## config.mk

```make
export PLATFORM = sky130hd
export DESIGN_NAME = magnetometer_filter_hard_iron_cal_top
export DESIGN_NICKNAME = d
export VERILOG_FILES = /design/src/sv/mfhic_pkg.sv /design/src/sv/magnetometer_filter_hard_iron_cal_top.sv
export SDC_FILE = /design/constraint.sdc
export NUM_CORES = 2
export LEC_CHECK = 0
export ABC_AREA = 0
export BUFFER_PORTS_ARGS = -buffer_cell sky130_fd_sc_hd__buf_2
export CAP_MARGIN = 20
export CORE_MARGIN = 2
export CORE_UTILIZATION = 60
export DETAILED_ROUTE_END_ITERATION = 12
export GPL_ROUTABILITY_DRIVEN = 0
export PLACE_DENSITY = 0.77
export SETUP_SLACK_MARGIN = 0.05
export SLEW_MARGIN = 0
export SYNTH_ARGS = -nofsm -noshare
export SYNTH_HDL_FRONTEND = slang
export SYNTH_SLANG_ARGS = --single-unit
export TNS_END_PERCENT = 10
```

## constraint.sdc

```tcl
create_clock -name i_clk -period 31.5 [get_ports i_clk]
set_input_delay 0 -clock i_clk [delete_from_list [all_inputs] [get_ports i_clk]]
set_output_delay 0 -clock i_clk [all_outputs]
set_load 0.05 [all_outputs]
```

## src/sv/mfhic_pkg.sv

```systemverilog
// ----------------------------------------------------------------------------
// mfhic_pkg: shared constants and types for the magnetometer conditioner
// Widths, reset values, the reciprocal used for the window average and the
// configuration register map.
// ----------------------------------------------------------------------------
package mfhic_pkg;

    // Window and axis geometry
    localparam int WINDOW    = 10;
    localparam int AXES      = 3;

    // Field widths
    localparam int RAW_W     = 13;                          // sample width
    localparam int SUM_W     = RAW_W + $clog2(WINDOW) + 1;  // window sum
    localparam int EXT_W     = RAW_W + 1;                   // min/max/offset
    localparam int DIFF_W    = EXT_W + 1;                   // value - offset
    localparam int SCALE_W   = 16;                          // Q2.14 gain
    localparam int PROD_W    = DIFF_W + SCALE_W + 1;        // signed product
    localparam int FRAC_DROP = 10;                          // Q.14 -> Q.4
    localparam int OUT_W     = 20;

    // Average by reciprocal: floor(n / WINDOW) == (n * DIV_MULT) >> DIV_SHIFT
    // for every window-sum magnitude.
    localparam int DIV_SHIFT = 24;
    localparam int MULT_W    = DIV_SHIFT + 1;
    localparam logic [MULT_W-1:0] DIV_MULT =
        MULT_W'(((64'd1 << DIV_SHIFT) + 64'(WINDOW) - 64'd1) / 64'(WINDOW));

    // Stream packing
    localparam int IN_START_BIT  = AXES * RAW_W;
    localparam int IN_SAVE_BIT   = IN_START_BIT + 1;
    localparam int S_TDATA_W     = ((IN_SAVE_BIT + 1 + 7) / 8) * 8;
    localparam int OUT_CAL_BIT   = AXES * OUT_W;
    localparam int OUT_UPD_BIT   = OUT_CAL_BIT + 1;
    localparam int M_TDATA_W     = ((OUT_UPD_BIT + 1 + 7) / 8) * 8;

    // Configuration port
    localparam int CFG_ADDR_W = 2;
    localparam int CFG_DATA_W = SCALE_W;

    typedef enum logic [CFG_ADDR_W-1:0] {
        CFG_FILTER_EN = 2'd0,
        CFG_SCALE_X   = 2'd1,
        CFG_SCALE_Y   = 2'd2,
        CFG_SCALE_Z   = 2'd3
    } t_cfg_addr;

    // Reset values
    localparam logic [SCALE_W-1:0]    SCALE_ONE   = 16'd16384;
    localparam logic signed [EXT_W-1:0] MIN_INIT  = 14'sd4096;
    localparam logic signed [EXT_W-1:0] MAX_INIT  = -14'sd4096;
    localparam logic signed [EXT_W-1:0] OFF_INIT_X = 14'sd5;
    localparam logic signed [EXT_W-1:0] OFF_INIT_Y = -14'sd48;
    localparam logic signed [EXT_W-1:0] OFF_INIT_Z = 14'sd11;

endpackage

```

## src/sv/magnetometer_filter_hard_iron_cal_top.sv

```systemverilog
// ----------------------------------------------------------------------------
// magnetometer_filter_hard_iron_cal_top: three-axis magnetometer conditioner
// Moving-average filter, min/max hard-iron calibration and Q2.14 gain.
// ----------------------------------------------------------------------------
// One three-axis sample per stream transfer, one corrected sample out per
// transfer in, in order. The block takes a new sample every clock cycle
// unless output backpressure stalls it; a result passes four register
// stages in order (input stage, average, calibration update, scaling).
// Any stage frees up as soon as its content moves on, so bubbles collapse
// under output backpressure. The rate is held at one per cycle by a running
// window sum per axis, updated once per filtered transfer, and by
// single-step min/max tracking. Window taps and sums clear at reset and
// calibration state loads its reset values; no clearing pass follows.
// The user writes configuration only while the block is idle; the block does not enforce it.
module magnetometer_filter_hard_iron_cal_top
    import mfhic_pkg::*;
(
    input  logic                  i_clk,
    input  logic                  i_rst_n,
    // configuration write port
    input  logic                  i_cfg_we,
    input  logic [CFG_ADDR_W-1:0] i_cfg_addr,
    input  logic [CFG_DATA_W-1:0] i_cfg_wdata,
    // sample stream in
    input  logic                  i_s_axis_tvalid,
    output logic                  o_s_axis_tready,
    // raw_x, raw_y, raw_z, start_calibration, save_calibration, zero pad
    input  logic [S_TDATA_W-1:0]  i_s_axis_tdata,
    // corrected stream out
    output logic                  o_m_axis_tvalid,
    input  logic                  i_m_axis_tready,
    // corrected_x, corrected_y, corrected_z, calibrating, offsets_updated, pad
    output logic [M_TDATA_W-1:0]  o_m_axis_tdata
);

    // ------------------------------------------------------------------
    // Declarations
    // ------------------------------------------------------------------
    logic                       r_filter_en;
    logic [SCALE_W-1:0]         r_scale [AXES];

    logic signed [RAW_W-1:0]    r_win [AXES][WINDOW];
    logic signed [SUM_W-1:0]    r_sum [AXES];

    logic signed [EXT_W-1:0]    r_min [AXES];
    logic signed [EXT_W-1:0]    r_max [AXES];
    logic signed [EXT_W-1:0]    r_off [AXES];
    logic                       r_cal_active;

    logic                       r_a_valid;
    logic signed [SUM_W-1:0]    r_a_data [AXES];
    logic                       r_a_filt;
    logic                       r_a_start;
    logic                       r_a_save;

    logic                       r_b_valid;
    logic signed [RAW_W-1:0]    r_b_val [AXES];
    logic                       r_b_start;
    logic                       r_b_save;

    logic                       r_c_valid;
    logic signed [RAW_W-1:0]    r_c_val [AXES];
    logic                       r_c_cal;
    logic                       r_c_upd;

    logic                       r_out_valid;
    logic [M_TDATA_W-1:0]       r_out_data;

    logic                       en_a, en_b, en_c, en_out;
    logic                       s_xfer, b_go, b_cal;

    logic signed [RAW_W-1:0]    in_raw [AXES];
    logic                       in_start, in_save;
    logic signed [SUM_W-1:0]    n_sum [AXES];

    logic signed [RAW_W-1:0]    a_val [AXES];
    logic signed [EXT_W-1:0]    n_min [AXES];
    logic signed [EXT_W-1:0]    n_max [AXES];
    logic signed [EXT_W-1:0]    n_off [AXES];
    logic [OUT_W-1:0]           c_corr [AXES];

    // ------------------------------------------------------------------
    // Stage advance: each stage loads when empty or when it drains
    // ------------------------------------------------------------------
    assign en_out = !r_out_valid || i_m_axis_tready;
    assign en_c   = !r_c_valid   || en_out;
    assign en_b   = !r_b_valid   || en_c;
    assign en_a   = !r_a_valid   || en_b;
    assign s_xfer = i_s_axis_tvalid && en_a;
    assign b_go   = r_b_valid && en_c;

    assign o_s_axis_tready = en_a;
    assign o_m_axis_tvalid = r_out_valid;
    assign o_m_axis_tdata  = r_out_data;

    // ------------------------------------------------------------------
    // Configuration registers
    // ------------------------------------------------------------------
    always_ff @(posedge i_clk) begin
        if (!i_rst_n) begin
            r_filter_en <= 1'b0;
            for (int a = 0; a < AXES; a++) begin
                r_scale[a] <= SCALE_ONE;
            end
        end else if (i_cfg_we) begin
            case (t_cfg_addr'(i_cfg_addr))
                CFG_FILTER_EN: r_filter_en <= i_cfg_wdata[0];
                CFG_SCALE_X:   r_scale[0]  <= i_cfg_wdata;
                CFG_SCALE_Y:   r_scale[1]  <= i_cfg_wdata;
                CFG_SCALE_Z:   r_scale[2]  <= i_cfg_wdata;
                default:       r_filter_en <= r_filter_en;
            endcase
        end
    end

    // ------------------------------------------------------------------
    // Input unpack and running window sum
    // ------------------------------------------------------------------
    always_comb begin
        for (int a = 0; a < AXES; a++) begin
            in_raw[a] = i_s_axis_tdata[a*RAW_W +: RAW_W];
            n_sum[a]  = r_sum[a] - SUM_W'(r_win[a][0]) + SUM_W'(in_raw[a]);
        end
        in_start = i_s_axis_tdata[IN_START_BIT];
        in_save  = i_s_axis_tdata[IN_SAVE_BIT];
    end

    // window shifts only on filtered transfers
    always_ff @(posedge i_clk) begin
        if (!i_rst_n) begin
            for (int a = 0; a < AXES; a++) begin
                r_sum[a] <= '0;
                for (int i = 0; i < WINDOW; i++) begin
                    r_win[a][i] <= '0;
                end
            end
        end else if (s_xfer && r_filter_en) begin
            for (int a = 0; a < AXES; a++) begin
                r_sum[a] <= n_sum[a];
                for (int i = 0; i < WINDOW - 1; i++) begin
                    r_win[a][i] <= r_win[a][i+1];
                end
                r_win[a][WINDOW-1] <= in_raw[a];
            end
        end
    end

    // ------------------------------------------------------------------
    // Stage A: window sum or raw sample
    // ------------------------------------------------------------------
    always_ff @(posedge i_clk) begin
        if (!i_rst_n) begin
            r_a_valid <= 1'b0;
        end else if (en_a) begin
            r_a_valid <= i_s_axis_tvalid;
        end
    end

    always_ff @(posedge i_clk) begin
        if (s_xfer) begin
            for (int a = 0; a < AXES; a++) begin
                r_a_data[a] <= r_filter_en ? n_sum[a] : SUM_W'(in_raw[a]);
            end
            r_a_filt  <= r_filter_en;
            r_a_start <= in_start;
            r_a_save  <= in_save;
        end
    end

    // ------------------------------------------------------------------
    // Average: magnitude times reciprocal, sign restored (toward zero)
    // ------------------------------------------------------------------
    always_comb begin
        logic                       neg;
        logic [SUM_W-1:0]           mag;
        logic [SUM_W+MULT_W-1:0]    prod;
        logic [EXT_W-1:0]           quo;
        logic [EXT_W-1:0]           sq;
        for (int a = 0; a < AXES; a++) begin
            neg  = r_a_data[a][SUM_W-1];
            mag  = neg ? SUM_W'(-r_a_data[a]) : SUM_W'(r_a_data[a]);
            prod = (SUM_W+MULT_W)'(mag) * (SUM_W+MULT_W)'(DIV_MULT);
            quo  = prod[DIV_SHIFT +: EXT_W];
            sq   = neg ? -quo : quo;
            a_val[a] = r_a_filt ? sq[RAW_W-1:0] : r_a_data[a][RAW_W-1:0];
        end
    end

    // ------------------------------------------------------------------
    // Stage B: axis values
    // ------------------------------------------------------------------
    always_ff @(posedge i_clk) begin
        if (!i_rst_n) begin
            r_b_valid <= 1'b0;
        end else if (en_b) begin
            r_b_valid <= r_a_valid;
        end
    end

    always_ff @(posedge i_clk) begin
        if (r_a_valid && en_b) begin
            r_b_val   <= a_val;
            r_b_start <= r_a_start;
            r_b_save  <= r_a_save;
        end
    end

    // ------------------------------------------------------------------
    // Min/max tracking and offset midpoint (truncated toward zero)
    // ------------------------------------------------------------------
    assign b_cal = r_cal_active || r_b_start;

    always_comb begin
        logic signed [EXT_W-1:0] v;
        logic signed [EXT_W:0]   mid;
        for (int a = 0; a < AXES; a++) begin
            v        = EXT_W'(r_b_val[a]);
            n_min[a] = (b_cal && v < r_min[a]) ? v : r_min[a];
            n_max[a] = (b_cal && v > r_max[a]) ? v : r_max[a];
            mid      = (EXT_W+1)'(n_min[a]) + (EXT_W+1)'(n_max[a]);
            mid      = mid + (EXT_W+1)'(mid[EXT_W]);
            n_off[a] = mid[EXT_W:1];
        end
    end

    always_ff @(posedge i_clk) begin
        if (!i_rst_n) begin
            r_cal_active <= 1'b0;
            for (int a = 0; a < AXES; a++) begin
                r_min[a] <= MIN_INIT;
                r_max[a] <= MAX_INIT;
            end
            r_off[0] <= OFF_INIT_X;
            r_off[1] <= OFF_INIT_Y;
            r_off[2] <= OFF_INIT_Z;
        end else if (b_go) begin
            r_cal_active <= b_cal && !r_b_save;
            r_min        <= n_min;
            r_max        <= n_max;
            if (r_b_save) begin
                r_off <= n_off;
            end
        end
    end

    // ------------------------------------------------------------------
    // Stage C: value and flags, offsets already current
    // ------------------------------------------------------------------
    always_ff @(posedge i_clk) begin
        if (!i_rst_n) begin
            r_c_valid <= 1'b0;
        end else if (en_c) begin
            r_c_valid <= r_b_valid;
        end
    end

    always_ff @(posedge i_clk) begin
        if (b_go) begin
            r_c_val <= r_b_val;
            r_c_cal <= b_cal && !r_b_save;
            r_c_upd <= r_b_save;
        end
    end

    // ------------------------------------------------------------------
    // Offset removal and gain, floored to 4 fractional bits
    // ------------------------------------------------------------------
    always_comb begin
        logic signed [DIFF_W-1:0] diff;
        logic signed [PROD_W-1:0] prod;
        for (int a = 0; a < AXES; a++) begin
            diff = DIFF_W'(r_c_val[a]) - DIFF_W'(r_off[a]);
            prod = PROD_W'(diff) * PROD_W'($signed({1'b0, r_scale[a]}));
            c_corr[a] = prod[FRAC_DROP +: OUT_W];
        end
    end

    // ------------------------------------------------------------------
    // Output register
    // ------------------------------------------------------------------
    always_ff @(posedge i_clk) begin
        if (!i_rst_n) begin
            r_out_valid <= 1'b0;
        end else if (en_out) begin
            r_out_valid <= r_c_valid;
        end
    end

    always_ff @(posedge i_clk) begin
        if (r_c_valid && en_out) begin
            r_out_data <= {(M_TDATA_W-OUT_UPD_BIT-1)'(0), r_c_upd, r_c_cal,
                           c_corr[2], c_corr[1], c_corr[0]};
        end
    end

`ifndef SYNTH
    // a save always leaves calibration mode
    a_save_ends_cal: assert property (@(posedge i_clk) disable iff (!i_rst_n)
        (b_go && r_b_save) |=> !r_cal_active)
        else $error("calibration still active after save");

    // tracked extremes bound every calibrating sample (X axis)
    a_minmax_track: assert property (@(posedge i_clk) disable iff (!i_rst_n)
        (b_go && b_cal) |=> (r_min[0] <= $past(r_b_val[0])
                             && r_max[0] >= $past(r_b_val[0])))
        else $error("min/max not updated by calibrating sample");

    // a result that carries new offsets never reports calibrating
    a_out_flags: assert property (@(posedge i_clk) disable iff (!i_rst_n)
        (o_m_axis_tvalid && o_m_axis_tdata[OUT_UPD_BIT])
            |-> !o_m_axis_tdata[OUT_CAL_BIT])
        else $error("offsets updated while calibrating");
`endif

endmodule
```

==> impl_metrics.tcl <==
set metrics [dict create \
    status "complete, no violations" \
    relSlewSlack_pct 27.9 \
    synth-async-reset-ratio_pct 0 \
    clock_latency_ns 0.74 \
    synth_edf_count 693 \
    cts_root_buf "clkbuf_16" \
    finClkSkew_ns 0.0684 \
    clock_sinks 825 \
    cts_buffers 92 \
    synth_top_cell_by_area "edfxtp_1" \
    worstSetupEndpointType "register" \
    min_period_over_period_pct 30.5 \
    grt_pass1_vias 56444 \
    dp_hpwl_microns 128000 \
    clock_path_buffers 3 \
    n_antenna_cell 0 \
    fp.dieH_microns 369 \
    crit_family "compound AO/OA/AOI/OAI gates" \
    routedWlPerCell_microns 17.0 \
    rows 133 \
    core_area_sq_um 132000 \
    antenna_found_initial 2 \
    worst_slew_pin_slew_ns 1.08 \
    grt_pass1_wl_microns 278000 \
    yosysSeqAreaShare_pct 29.4 \
    crit_fanout 16 \
    slowest_delay_ns 0.69 \
    dr.pass1.iters 8 \
    syn_avg_cell_area_sq_um 10.1 \
    clk_pin_slew_ns 0.06 \
    initial_core_util_pct 60.6 \
    die_x_microns 369 \
    fillCellCount 10007 \
    vias_per_cell 5.49 \
    cp.arrival_ns 10.10 \
    grt-ovfl-total 0 \
    syn-instance-count 7883 \
    cp-start-kind "register" \
    maxCapViolCount 0 \
    synth_ff_type "edfxtp_1" \
    die_area_sq_um 136000 \
    vias 53986 \
    grt_max_degree 138 \
    grt_use_total_pct 25.1 \
    slowest_stage "a211oi_1" \
    cts_resized 0 \
    finalWirelength_microns 167000 \
    finalSetupViolCount 0 \
    boundaryPins 137 \
    portBuffers 127 \
    drt_iter0_drc 3221 \
    rsz0062_at_grt "no" \
    ys_ff_latch 825 \
    tns_ns 0 \
    syn_area_sq_um 79900 \
    critPathKind "register to register" \
    synthDistinctLibCells 94 \
    syn2layout_area_growth_pct 8.06 \
    hold_class "input port to register" \
    synth_top_area_share_pct 26.1 \
    cts_tree "done" \
    cp_num_buf_inv 5 \
    htreeDepth 3 \
    drcViolationCount 0 \
    final_hold_viol_count 0 \
    crit_top_cell "fa_1" \
    ys_warn_count 0 \
    maxSlewViolCount 0 \
    drive_gt1_share_pct 6.06 \
    ant_nets 0 \
    synth_area_leaders "edfxtp_1 26%, fa_1 22%, ha_1 14%, inv_1 7.3%, and2_1 5.2%" \
    timing.fmax_ghz 0.104 \
    final_nets 9832 \
    timing.final.crit_period_ns 9.62 \
    cp.required_ns 31.99 \
]
## repair_timing
action | CTS | global route
endpoints found under the hold margin | 171 | 0
setup endpoints to repair | 0 | 0
hold buffers | 66 | 0
setup buffers | 0 | 0
## worst register-to-register path: cells and delay by family (launching register included)
family / cells / cell delay, ns
AO/OA/AOI/OAI: 15 / 4.10
XOR/XNOR: 2 / 0.17
AND/OR/NAND/NOR: 4 / 0.59
buffers and inverters: 5 / 0.42
adder cells (fa/ha/maj): 8 / 3.67
flip-flops: 1 / 0.42
## cell type report
class | instances | area, sq um | area share, %
repair buffers | 261 | 1850 | 2.14
clock buffers | 108 | 2420 | 2.81
inverters | 1551 | 5820 | 6.74
flip-flops and latches | 825 | 23500 | 27.2
clock inverters | 60 | 754 | 0.874
well taps | 1755 | 2200 | 2.54
multi-input cells | 5269 | 49800 | 57.7
## synthesized netlist by cell type (132+ instances only)
| cell type | instances |
|---|---|
| o21ai_0 | 151 |
| xnor2_1 | 228 |
| ha_1 | 891 |
| clkbuf_1 | 230 |
| and2_1 | 666 |
| a21oi_1 | 227 |
| inv_1 | 1549 |
| nor2_1 | 340 |
| edfxtp_1 | 693 |
| fa_1 | 870 |
| nand2_1 | 660 |
| dfxtp_1 | 132 |
## cell usage in the layout (no fill, tap or decap), types with 42 or more instances in the layout
master         netlist  final
a211oi_1            42     42
a21o_1              81     81
a21oi_1            227    227
and2_1             666    666
buf_2                0    126
buf_4                2     67
clkbuf_16            0     93
dfxtp_1            132    131
dlygate4sd3_1        0     66
edfxtp_1           693    693
fa_1               870    870
ha_1               891    891
inv_1             1549   1547
mux2_2              85     85
nand2_1            660    659
nand2b_1            90     90
nand3_1             80     79
nor2_1             340    339
nor2b_1             67     66
nor3_1              87     87
o211ai_1            43     43
o21a_1              56     56
o21ai_0            151    150
xnor2_1            228    225
xor2_1              90     90
## path summary, 6_finish.rpt
check	start	end	slack [ns]	cells past startpoint
min reg2reg	r_a_start	r_b_start	0.41	0
max reg2reg	r_c_val[1]	o_m_axis_tdata[59]	21.88	34
max	r_c_val[1]	o_m_axis_tdata[59]	21.88	34
min	i_s_axis_tdata[0]	r_win[0][0]	0.17	3
## flip-flops by register name, indices dropped and copies added (netlist names), 39 cells and up
| signal | count |
|---|---|
| r_a_data | 54 |
| r_b_val | 39 |
| o_m_axis_tdata | 62 |
| r_max | 42 |
| r_min | 42 |
| r_off | 42 |
| r_sum | 54 |
| r_win | 390 |
| r_c_val | 39 |
| r_scale | 48 |
## metal layers
layer	up-vias	GRT usage (%)	wire length [microns]
met1	26572	32.5	71100
met3	345	3.74	8630
met4	2	8.60	5740
li1	25711	-	-
met2	1356	43.0	81600
met5	-	0	13
## through the flow
step / utilization (%) / area, sq um / cells / worst slack [ns] / hold slack [ns]
4_1_cts: 65.4 / 86300 / 9826 / 21.77 / 0.110
3_5_place_dp: 62.5 / 82400 / 9592 / 21.88 / 0.190
6_report: 65.5 / 86300 / 9829 / 21.88 / 0.173
5_1_grt: 65.5 / 86300 / 9829 / 21.08 / 0.150
3_3_place_gp: 62.5 / 82400 / 9592 / 22.07 / 0.184
2_1_floorplan: - / 79900 / 7884 / 17.33 / 0.0989
## cell families after synthesis
group	share of synthesized area (%)
simple gates	13.8
buf+inv	8.42
fa+ha+maj	35.8
compound gates	7.30
flops	29.4
xor+xnor	3.53
mux	1.78
other cells	0.00469
Power is not shown: default switching activity piles up to over one toggle a cycle in this logic, so the estimate is an artifact.
